`src/hdl/iaf_pkg.sv`:
```
// Package: payload types, operation codes and shared constants.
`default_nettype none
package iaf_pkg;
   localparam int unsigned WordWidth = 64;
   localparam int unsigned OpWidth = 5;
   localparam int unsigned QueueDepth = 4;
   localparam int unsigned QueueIdxWidth = 2;
   // Back-end pipeline: 64 divide stages plus setup and finish stages.
   localparam int unsigned DivSteps = 64;
   localparam int unsigned PipeDepth = DivSteps + 2;

   localparam logic [OpWidth-1:0] OP_ADD = 5'd0;
   localparam logic [OpWidth-1:0] OP_SUB = 5'd1;
   localparam logic [OpWidth-1:0] OP_MUL = 5'd2;
   localparam logic [OpWidth-1:0] OP_DIV = 5'd3;
   localparam logic [OpWidth-1:0] OP_MOD = 5'd4;
   localparam logic [OpWidth-1:0] OP_AND = 5'd5;
   localparam logic [OpWidth-1:0] OP_OR  = 5'd6;
   localparam logic [OpWidth-1:0] OP_XOR = 5'd7;
   localparam logic [OpWidth-1:0] OP_SHL = 5'd8;
   localparam logic [OpWidth-1:0] OP_SHR = 5'd9;
   localparam logic [OpWidth-1:0] OP_LT  = 5'd10;
   localparam logic [OpWidth-1:0] OP_LE  = 5'd11;
   localparam logic [OpWidth-1:0] OP_GT  = 5'd12;
   localparam logic [OpWidth-1:0] OP_GE  = 5'd13;
   localparam logic [OpWidth-1:0] OP_EQ  = 5'd14;
   localparam logic [OpWidth-1:0] OP_NE  = 5'd15;

   typedef struct packed {
      logic [OpWidth-1:0]          operation;
      logic signed [WordWidth-1:0] left_value;
      logic signed [WordWidth-1:0] right_value;
   } req_type;

   typedef struct packed {
      logic signed [WordWidth-1:0] fold_result;
      logic                        folded;
   } rsp_type;

   // Unit classes decided in the front end.
   typedef enum logic [2:0] {
      CLS_ARITH, CLS_MUL, CLS_DIV, CLS_MOD, CLS_LOGIC, CLS_SHIFT, CLS_CMP, CLS_NONE
   } cls_type;

   typedef struct packed {
      cls_type                     cls;
      logic [OpWidth-1:0]          operation;
      logic [WordWidth-1:0]        left_value;
      logic [WordWidth-1:0]        right_value;
   } work_type;
endpackage
`default_nettype wire

```
`src/hdl/iaf_front.sv`:
```
// Front end: accepts items, classifies the operation, writes the work queue.
`default_nettype none
module iaf_front (
   input  wire logic             clock,
   input  wire logic             reset,
   input  wire logic             req_valid,
   output logic                  req_ready,
   input  wire iaf_pkg::req_type req_data,
   output logic                  work_valid,
   input  wire logic             work_ready,
   output iaf_pkg::work_type     work_data
);
   import iaf_pkg::*;

   work_type                  mem [QueueDepth];
   logic [QueueIdxWidth:0]    wr_ff, wr_in, rd_ff, rd_in;
   logic [QueueIdxWidth:0]    fill;
   cls_type                   cls;
   logic                      push, pop;

   always_comb begin
      unique case (req_data.operation) inside
         OP_ADD, OP_SUB:                 cls = CLS_ARITH;
         OP_MUL:                         cls = CLS_MUL;
         OP_DIV:                         cls = CLS_DIV;
         OP_MOD:                         cls = CLS_MOD;
         OP_AND, OP_OR, OP_XOR:          cls = CLS_LOGIC;
         OP_SHL, OP_SHR:                 cls = CLS_SHIFT;
         [OP_LT:OP_NE]:                  cls = CLS_CMP;
         default:                        cls = CLS_NONE;
      endcase
   end

   assign fill = wr_ff - rd_ff;
   assign req_ready = (fill != (QueueIdxWidth+1)'(QueueDepth));
   assign work_valid = (fill != '0);
   assign push = req_valid && req_ready;
   assign pop = work_valid && work_ready;
   assign work_data = mem[rd_ff[QueueIdxWidth-1:0]];
   assign wr_in = push ? wr_ff + 1'b1 : wr_ff;
   assign rd_in = pop ? rd_ff + 1'b1 : rd_ff;

   always_ff @(posedge clock) begin
      if (push) begin
         mem[wr_ff[QueueIdxWidth-1:0]] <= '{cls, req_data.operation,
                                            req_data.left_value, req_data.right_value};
      end
      if (reset) begin
         wr_ff <= '0;
         rd_ff <= '0;
      end else begin
         wr_ff <= wr_in;
         rd_ff <= rd_in;
      end
   end
endmodule
`default_nettype wire

```
`config.mk`:
```
export PLATFORM = sky130hd
export DESIGN_NAME = iaf_front
export DESIGN_NICKNAME = d
export VERILOG_FILES = /design/src/hdl/iaf_pkg.sv /design/src/hdl/iaf_front.sv
export SDC_FILE = /design/constraint.sdc
export NUM_CORES = 1
export LEC_CHECK = 0
export ABC_AREA = 1
export BUFFER_PORTS_ARGS = -buffer_cell sky130_fd_sc_hd__buf_4
export CORE_ASPECT_RATIO = 0.8
export CORE_MARGIN = 2
export CORE_UTILIZATION = 30
export CTS_BUF_LIST = sky130_fd_sc_hd__clkbuf_4 sky130_fd_sc_hd__clkbuf_8
export CTS_CLUSTER_SIZE = 12
export DETAILED_ROUTE_END_ITERATION = 8
export PLACE_DENSITY = 0.5
export SLEW_MARGIN = 15
export SYNTH_ARGS = -nofsm -noshare
export SYNTH_HDL_FRONTEND = slang
export SYNTH_SLANG_ARGS = --single-unit
```
`constraint.sdc`:
```
create_clock -name clock -period 11.3 [get_ports clock]
set_input_delay 1.695 -clock clock [delete_from_list [all_inputs] [get_ports clock]]
set_output_delay 1.695 -clock clock [all_outputs]
set_load 0.05 [all_outputs]
```
==> results of run 1 <==
registers in the layout, summed over array words and instances (netlist names), named ones only:
signal and cells:
rd_ff 3, wr_ff 3, mem 544
metrics by stage:
step / hold WS [ns] / std cells
after floorplan: 0.492 / 1402
after global routing: 0.559 / 2686
final: 0.520 / 2688
after detailed placement: 0.513 / 2518
after CTS: 0.525 / 2685
after global placement: 0.512 / 2518
worst max-delay path, cell delays in order (launching register included):
cell,delay (ns)
dfxtp_4,0.68
buf_4,0.73
buf_4,0.80
o21ai_0,0.20
o22ai_1,0.25
buf_4,0.24
final cells by class:
type                       instances  area, um2  share of cell area
sequential                       552      16500               0.652
multi-input combinational        743       3620               0.143
timing repair buffer             293       2220              0.0877
clock buffer                     126       1520              0.0601
tap                              913       1140              0.0451
clock inverter                    41        231             0.00914
inverter                          18       77.6             0.00306
antenna                            2       5.00            0.000198
final timing paths:
check / start / end / slack [ns] / cells past startpoint
max: register / work_data[21] / 5.97 / 5
min: rd_ff[1] / register / 0.52 / 2
max reg2reg: rd_ff[1] / mem[0][42] / 7.75 / 9
min reg2reg: rd_ff[1] / register / 0.52 / 2
cells in the final DEF (no fill, tap or decap), drive strengths merged:
cell type  netlist  layout
inv             18      23
dfxtp            8       8
o21ai          275     275
clkinvlp         0       2
bufinv           0       1
edfxtp         544     544
clkbuf          58     126
nand3b           2       2
xnor2            1       1
o22ai          136     136
diode            0       2
a21oi            5       5
nand2           19      19
buf             31     293
xor2             2       2
o211ai           1       1
nand3            6       6
ha               7       7
clkinv           0      33
nor2           289     289
layer usage:
layer	share of wire	vias to the layer above
met1	0.45	6262
met5	0.00090	-
met2	0.47	262
met4	0.019	6
met3	0.059	81
li1	-	5887
logic make-up after synthesis:
family / count (synthesis)
AOI/OAI and AO/OA: 417
adders and majority gates: 7
xor gates and xnor gates: 3
DFF: 552
and+or+nand+nor: 316
buffers and inverters: 107
==> results.json, run 1 <==
{
  "period_share": 0.472,
  "area_delta_synth_final_pct": 22.9,
  "io_buffers": 274,
  "ys_seq_area_frac": 0.801,
  "routabilityCongestion": 0.731,
  "clock_path_buffers": 3,
  "ant_nets": 0,
  "synth_ff_type": "edfxtp_1",
  "end_kind": "primary output",
  "synthArstFlopShare": 0,
  "crit_type": "register to primary output",
  "start_util": 0.305,
  "antenna_found_initial": 4,
  "clock-sinks": 552,
  "yosys.area_share.simple": 0.0589,
  "cts_buffers": 91,
  "cp.required_ns": 9.61,
  "status": "completed",
  "fin_util": 0.374,
  "rsz0062_at_grt": "no",
  "synth.distinct_cells": 22,
  "hold_violations": 0,
  "busiest_layer": "met2",
  "clk_latency_ns": 0.68,
  "drc_errors": 0,
  "drt-initial-drc-count": 792,
  "die_x_um": 297,
  "wl_per_cell_um": 19.0,
  "coreArea_um2": 67600,
  "synthAdderAreaFrac": 0.00425,
  "cts_hold_buf": 0,
  "die-area_um2": 70800,
  "netlist_instances": 1402,
  "cp-start-kind": "register",
  "ys_ff_latch": 552,
  "place_area_um2": 23500,
  "fmax_ghz": 0.188,
  "grt_util_met3": 0.0481,
  "muxShareOfSynthArea": 0,
  "critPathMaxFanout": 82,
  "hold_class": "register to register",
  "yosys-top-cells-area": "edfxtp_1 79%, o21ai_0 6.5%, nor2_1 5.3%, o22ai_1 4.1%, clkbuf_1 1.1%",
  "root_buffer": "clkbuf_8",
  "slew_violations": 0,
  "maxCapViolations": 0,
  "relSlewSlack": 0.296,
  "tightest_slew_ns": 1.06,
  "cts_tree": "done",
  "setup_slack_ns": 5.97,
  "yosys.area_share.xor_xnor": 0.00128,
  "synth_most_common_cell": "edfxtp_1",
  "firstDrtPassIters": 5,
  "synth_common_cells": "544 x edfxtp_1, 289 x nor2_1, 268 x o21ai_0",
  "yosys.area.top_type": "edfxtp_1",
  "fin_area_um2": 25300,
  "post_cts_resized": 0,
  "drive_gt1_frac": 0.251,
  "rows": 85,
  "cts_max_level": 3,
  "dpl.hpwl_um": 27700,
  "final_nets": 1843,
  "grt_util_met1": 0.182,
  "finalSetupViolations": 0,
  "netlist_area_um2": 20600,
  "arrival_ns": 3.64,
  "period_minus_slack_ns": 5.33,
  "synth_nets": 1546,
  "nFillCells": 6567,
  "yosysTopAreaCellShare": 0.793,
  "totalNegativeSetupSlack_ns": 0,
  "synth-compound-area-share": 0.110,
  "grt-ovfl-total": 0,
  "clk_transition_reported_paths_ns": 0.06,
  "pin_count": 275,
  "finalClockSkew_ns": 0.0353,
  "grt_usage": 0.141,
  "ys_warn_count": 0,
  "viasPerCell": 4.65,
  "grt_pass1_wl_um": 76400,
  "wl_um": 51100,
  "vias": 12500,
  "synth_top_family_by_area": "compound AO/OA/AOI/OAI gates",
  "avgSynthCellArea_um2": 14.7,
  "die_h_um": 238,
  "synth_edf_count": 544,
  "grt_pass1_vias": 12700,
  "dp_slack_ns": 6.58,
  "grtUsageMet2": 0.224,
  "grt_max_degree": 106,
  "postCtsSetupBuffers": 0
}
Power of run 1 is left out: the tool's default activity adds up to more than one toggle a clock period on the data nets, which glitch-free logic cannot reach.
==> inputs of run 2 (changes only) <==
--- a/config.mk
+++ b/config.mk
@@ -5,7 +5,7 @@
 export SDC_FILE = /design/constraint.sdc
 export NUM_CORES = 1
 export LEC_CHECK = 0
-export ABC_AREA = 1
+export ABC_AREA = 0
 export BUFFER_PORTS_ARGS = -buffer_cell sky130_fd_sc_hd__buf_4
 export CORE_ASPECT_RATIO = 0.8
 export CORE_MARGIN = 2
@@ -13,7 +13,7 @@
 export CTS_BUF_LIST = sky130_fd_sc_hd__clkbuf_4 sky130_fd_sc_hd__clkbuf_8
 export CTS_CLUSTER_SIZE = 12
 export DETAILED_ROUTE_END_ITERATION = 8
-export PLACE_DENSITY = 0.5
+export PLACE_DENSITY = 0.52
 export SLEW_MARGIN = 15
 export SYNTH_ARGS = -nofsm -noshare
 export SYNTH_HDL_FRONTEND = slang
==> constraint.sdc (replaced) <==
create_clock -name clock -period 4.4 [get_ports clock]
set_input_delay 0.66 -clock clock [delete_from_list [all_inputs] [get_ports clock]]
set_output_delay 0.66 -clock clock [all_outputs]
set_load 0.05 [all_outputs]
==> run 2 against run 1 <==
Largest cell class unchanged. First-iteration DRC count down 46%. Area after synthesis decreased by 2.2%. Final area about the same. Non-clock buffer count is 7 higher. Setup slack lost 5.0 ns. Via count decreased by 25%. Synthesized cell count is 45% lower. Sequential cell count stayed put. Cell count fell by 23%. Clock skew up 0.0021 ns. Sequential share of layout area about the same. Die area decreased by 2.1%.
==> results.json, run 2 <==
{
  "crit_path_max_incr_delay_ns": 0.65,
  "grt_usage": 0.124,
  "coreArea_um2": 66100,
  "yosysTopAreaCellShare": 0.811,
  "critPathSlowestCell": "dfxtp_4",
  "slew_violations": 0,
  "powerDensity_nw_per_um2": 689,
  "wl_um": 43100,
  "crit_type": "register to primary output",
  "cp-start-kind": "register",
  "rows": 84,
  "post_cts_resized": 0,
  "antenna_found_initial": 4,
  "ys_warn_count": 0,
  "synth_most_common_cell": "edfxtp_1",
  "ys_ff_latch": 552,
  "viasPerCell": 4.51,
  "final_cells": 2069,
  "fmax_ghz": 0.294,
  "final_nets": 1281,
  "hp-start": "req_data[7]",
  "die-area_um2": 69300,
  "grt_pass1_vias": 10300,
  "largest_reg_flops": 544,
  "hold_path_end": "mem[1][7]",
  "totalNegativeSetupSlack_ns": 0,
  "period_share": 0.773,
  "avgSynthCellArea_um2": 26.0,
  "synth_edf_count": 544,
  "path_depth": 3,
  "start_util": 0.305,
  "worstReg2RegStart": "wr_ff[0]",
  "grt_max_degree": 76,
  "finalSetupViolations": 0,
  "netlist_area_um2": 20100,
  "vias": 9327,
  "drive_gt1_frac": 0.488,
  "layout_commonest_cell": "edfxtp_1",
  "rsz0062_at_grt": "no",
  "area_delta_synth_final_pct": 25.6,
  "tightest_slew_ns": 0.789,
  "maxCapViolations": 0,
  "dpl.hpwl_um": 25700,
  "synth.distinct_cells": 26,
  "yosys-top-cells-area": "edfxtp_1 81%, mux4_2 15%, dfxtp_1 0.79%, ha_1 0.43%, buf_2 0.37%",
  "firstDrtPassIters": 4,
  "dp_slack_ns": 1.54,
  "finalClockSkew_ns": 0.0375,
  "path_cells": "buf_12 -> mux4_2 -> buf_4",
  "critPathMaxFanout": 60,
  "postCtsSetupBuffers": 0,
  "reg2regPathDepth": 7,
  "fin_util": 0.383,
  "drc_errors": 0,
  "hold_class": "input pin to register",
  "rrSetupSlack_ns": 1.57,
  "die_h_um": 236,
  "die_x_um": 294,
  "grt_pass1_wl_um": 63900,
  "cts_buffers": 92,
  "period_minus_slack_ns": 3.40,
  "hold_path_depth": 1,
  "ys_seq_area_frac": 0.819,
  "synth_ff_type": "edfxtp_1",
  "io_buffers": 274,
  "routabilityCongestion": 0.704,
  "crit_buf_inv": 2,
  "netlist_instances": 774,
  "root_buffer": "clkbuf_8",
  "yosys.area.top_type": "edfxtp_1",
  "dp.cells": 1903,
  "clk_latency_ns": 0.69,
  "status": "completed",
  "relSlewSlack": 0.474,
  "nFillCells": 5987,
  "clock-sinks": 552,
  "wl_per_cell_um": 20.9,
  "ant_nets": 0,
  "cts_max_level": 3,
  "setup_slack_ns": 1.00,
  "synth_nets": 918,
  "clock_path_buffers": 3,
  "synth_common_cells": "544 x edfxtp_1, 136 x mux4_2, 15 x buf_2",
  "cp_top_family": "flip-flops",
  "hold_violations": 0,
  "cts_tree": "done",
  "r2r_end": "mem[0][80]",
  "drt-initial-drc-count": 429,
  "cp.required_ns": 3.74,
  "arrival_ns": 2.74,
  "clk_transition_reported_paths_ns": 0.06,
  "pin_count": 275,
  "cts_hold_buf": 0,
  "ir_drop_uv": 360,
  "power.leakage_nw": 8.42,
  "end_kind": "primary output",
  "synthArstFlopShare": 0,
  "final_cell_mix": "544 x edfxtp_1, 291 x buf_4, 136 x mux4_2",
  "p_total_mw": 17.4,
  "grt-ovfl-total": 0
}
-- run 2: cell type report --
type                    count  area, um2  area share
flip-flops and latches    552      16500       0.652
diodes                      1       2.50   0.0000988
inverters                   3       11.3    0.000445
well taps                 860       1080      0.0425
multi-input cells         188       3490       0.138
clock buffers             122       1500      0.0592
clock inverters            43        372      0.0147
repair buffers            300       2360      0.0934
-- run 2: how the worst max path moves through the flow --
stage,slack (ns),from,end
after floorplan,0.64,wr_ff[0],wr_ff[2]
after global placement,1.61,wr_ff[0],mem[1][75]
after detailed placement,1.54,wr_ff[0],mem[1][126]
after CTS,0.85,register,work_data[36]
after global routing,0.78,register,work_data[72]
final,1.00,register,work_data[85]
-- run 2: per-layer routing --
layer  part of all wire  vias up  wire, um  global-route usage
met2               0.47      242     20500               0.194
met3              0.068       92      2960              0.0435
li1                   -     4073         -                   -
met4              0.025        4      1060              0.0444
met1               0.43     4916     18600               0.160
met5            0.00076        -        33                   0
-- run 2: cell families (layout without fill, tap and decap cells) --
| family | count (synthesis) | in the layout | share of synthesized area |
|---|---|---|---|
| flip-flops | 552 | 552 | 0.819 |
| other | 0 | 1 | 0 |
| AO/OA/AOI/OAI | 8 | 8 | 0.00304 |
| XOR/XNOR | 4 | 4 | 0.00248 |
| adder cells (fa/ha/maj) | 7 | 7 | 0.00435 |
| multiplexers | 144 | 144 | 0.156 |
| buffers and inverters | 34 | 468 | 0.00894 |
| AND/OR/NAND/NOR | 25 | 25 | 0.00621 |
-- run 2: power by group --
group	internal [mW]	switching, mW
registers	6.44	0.221
clock network	2.58	2.03
logic	2.12	4.05
-- run 2: worst register-to-register path: stages (launching register included) --
cell and delay [ns]:
dfxtp_1 0.34, inv_1 0.13, ha_1 0.15, nor2b_1 0.30, xnor2_2 0.17, a21boi_2 0.30
and2_4 0.64, buf_12 0.39
-- run 2: stage by stage --
step	cell area (um2)	hold slack, ns
final	25300	0.165
after global routing	25300	0.111
after CTS	25300	0.0730
after detailed placement	23400	0.518
after global placement	23400	0.494
after floorplan	20200	0.481
No activity file was read; power rests on OpenSTA's default activity.
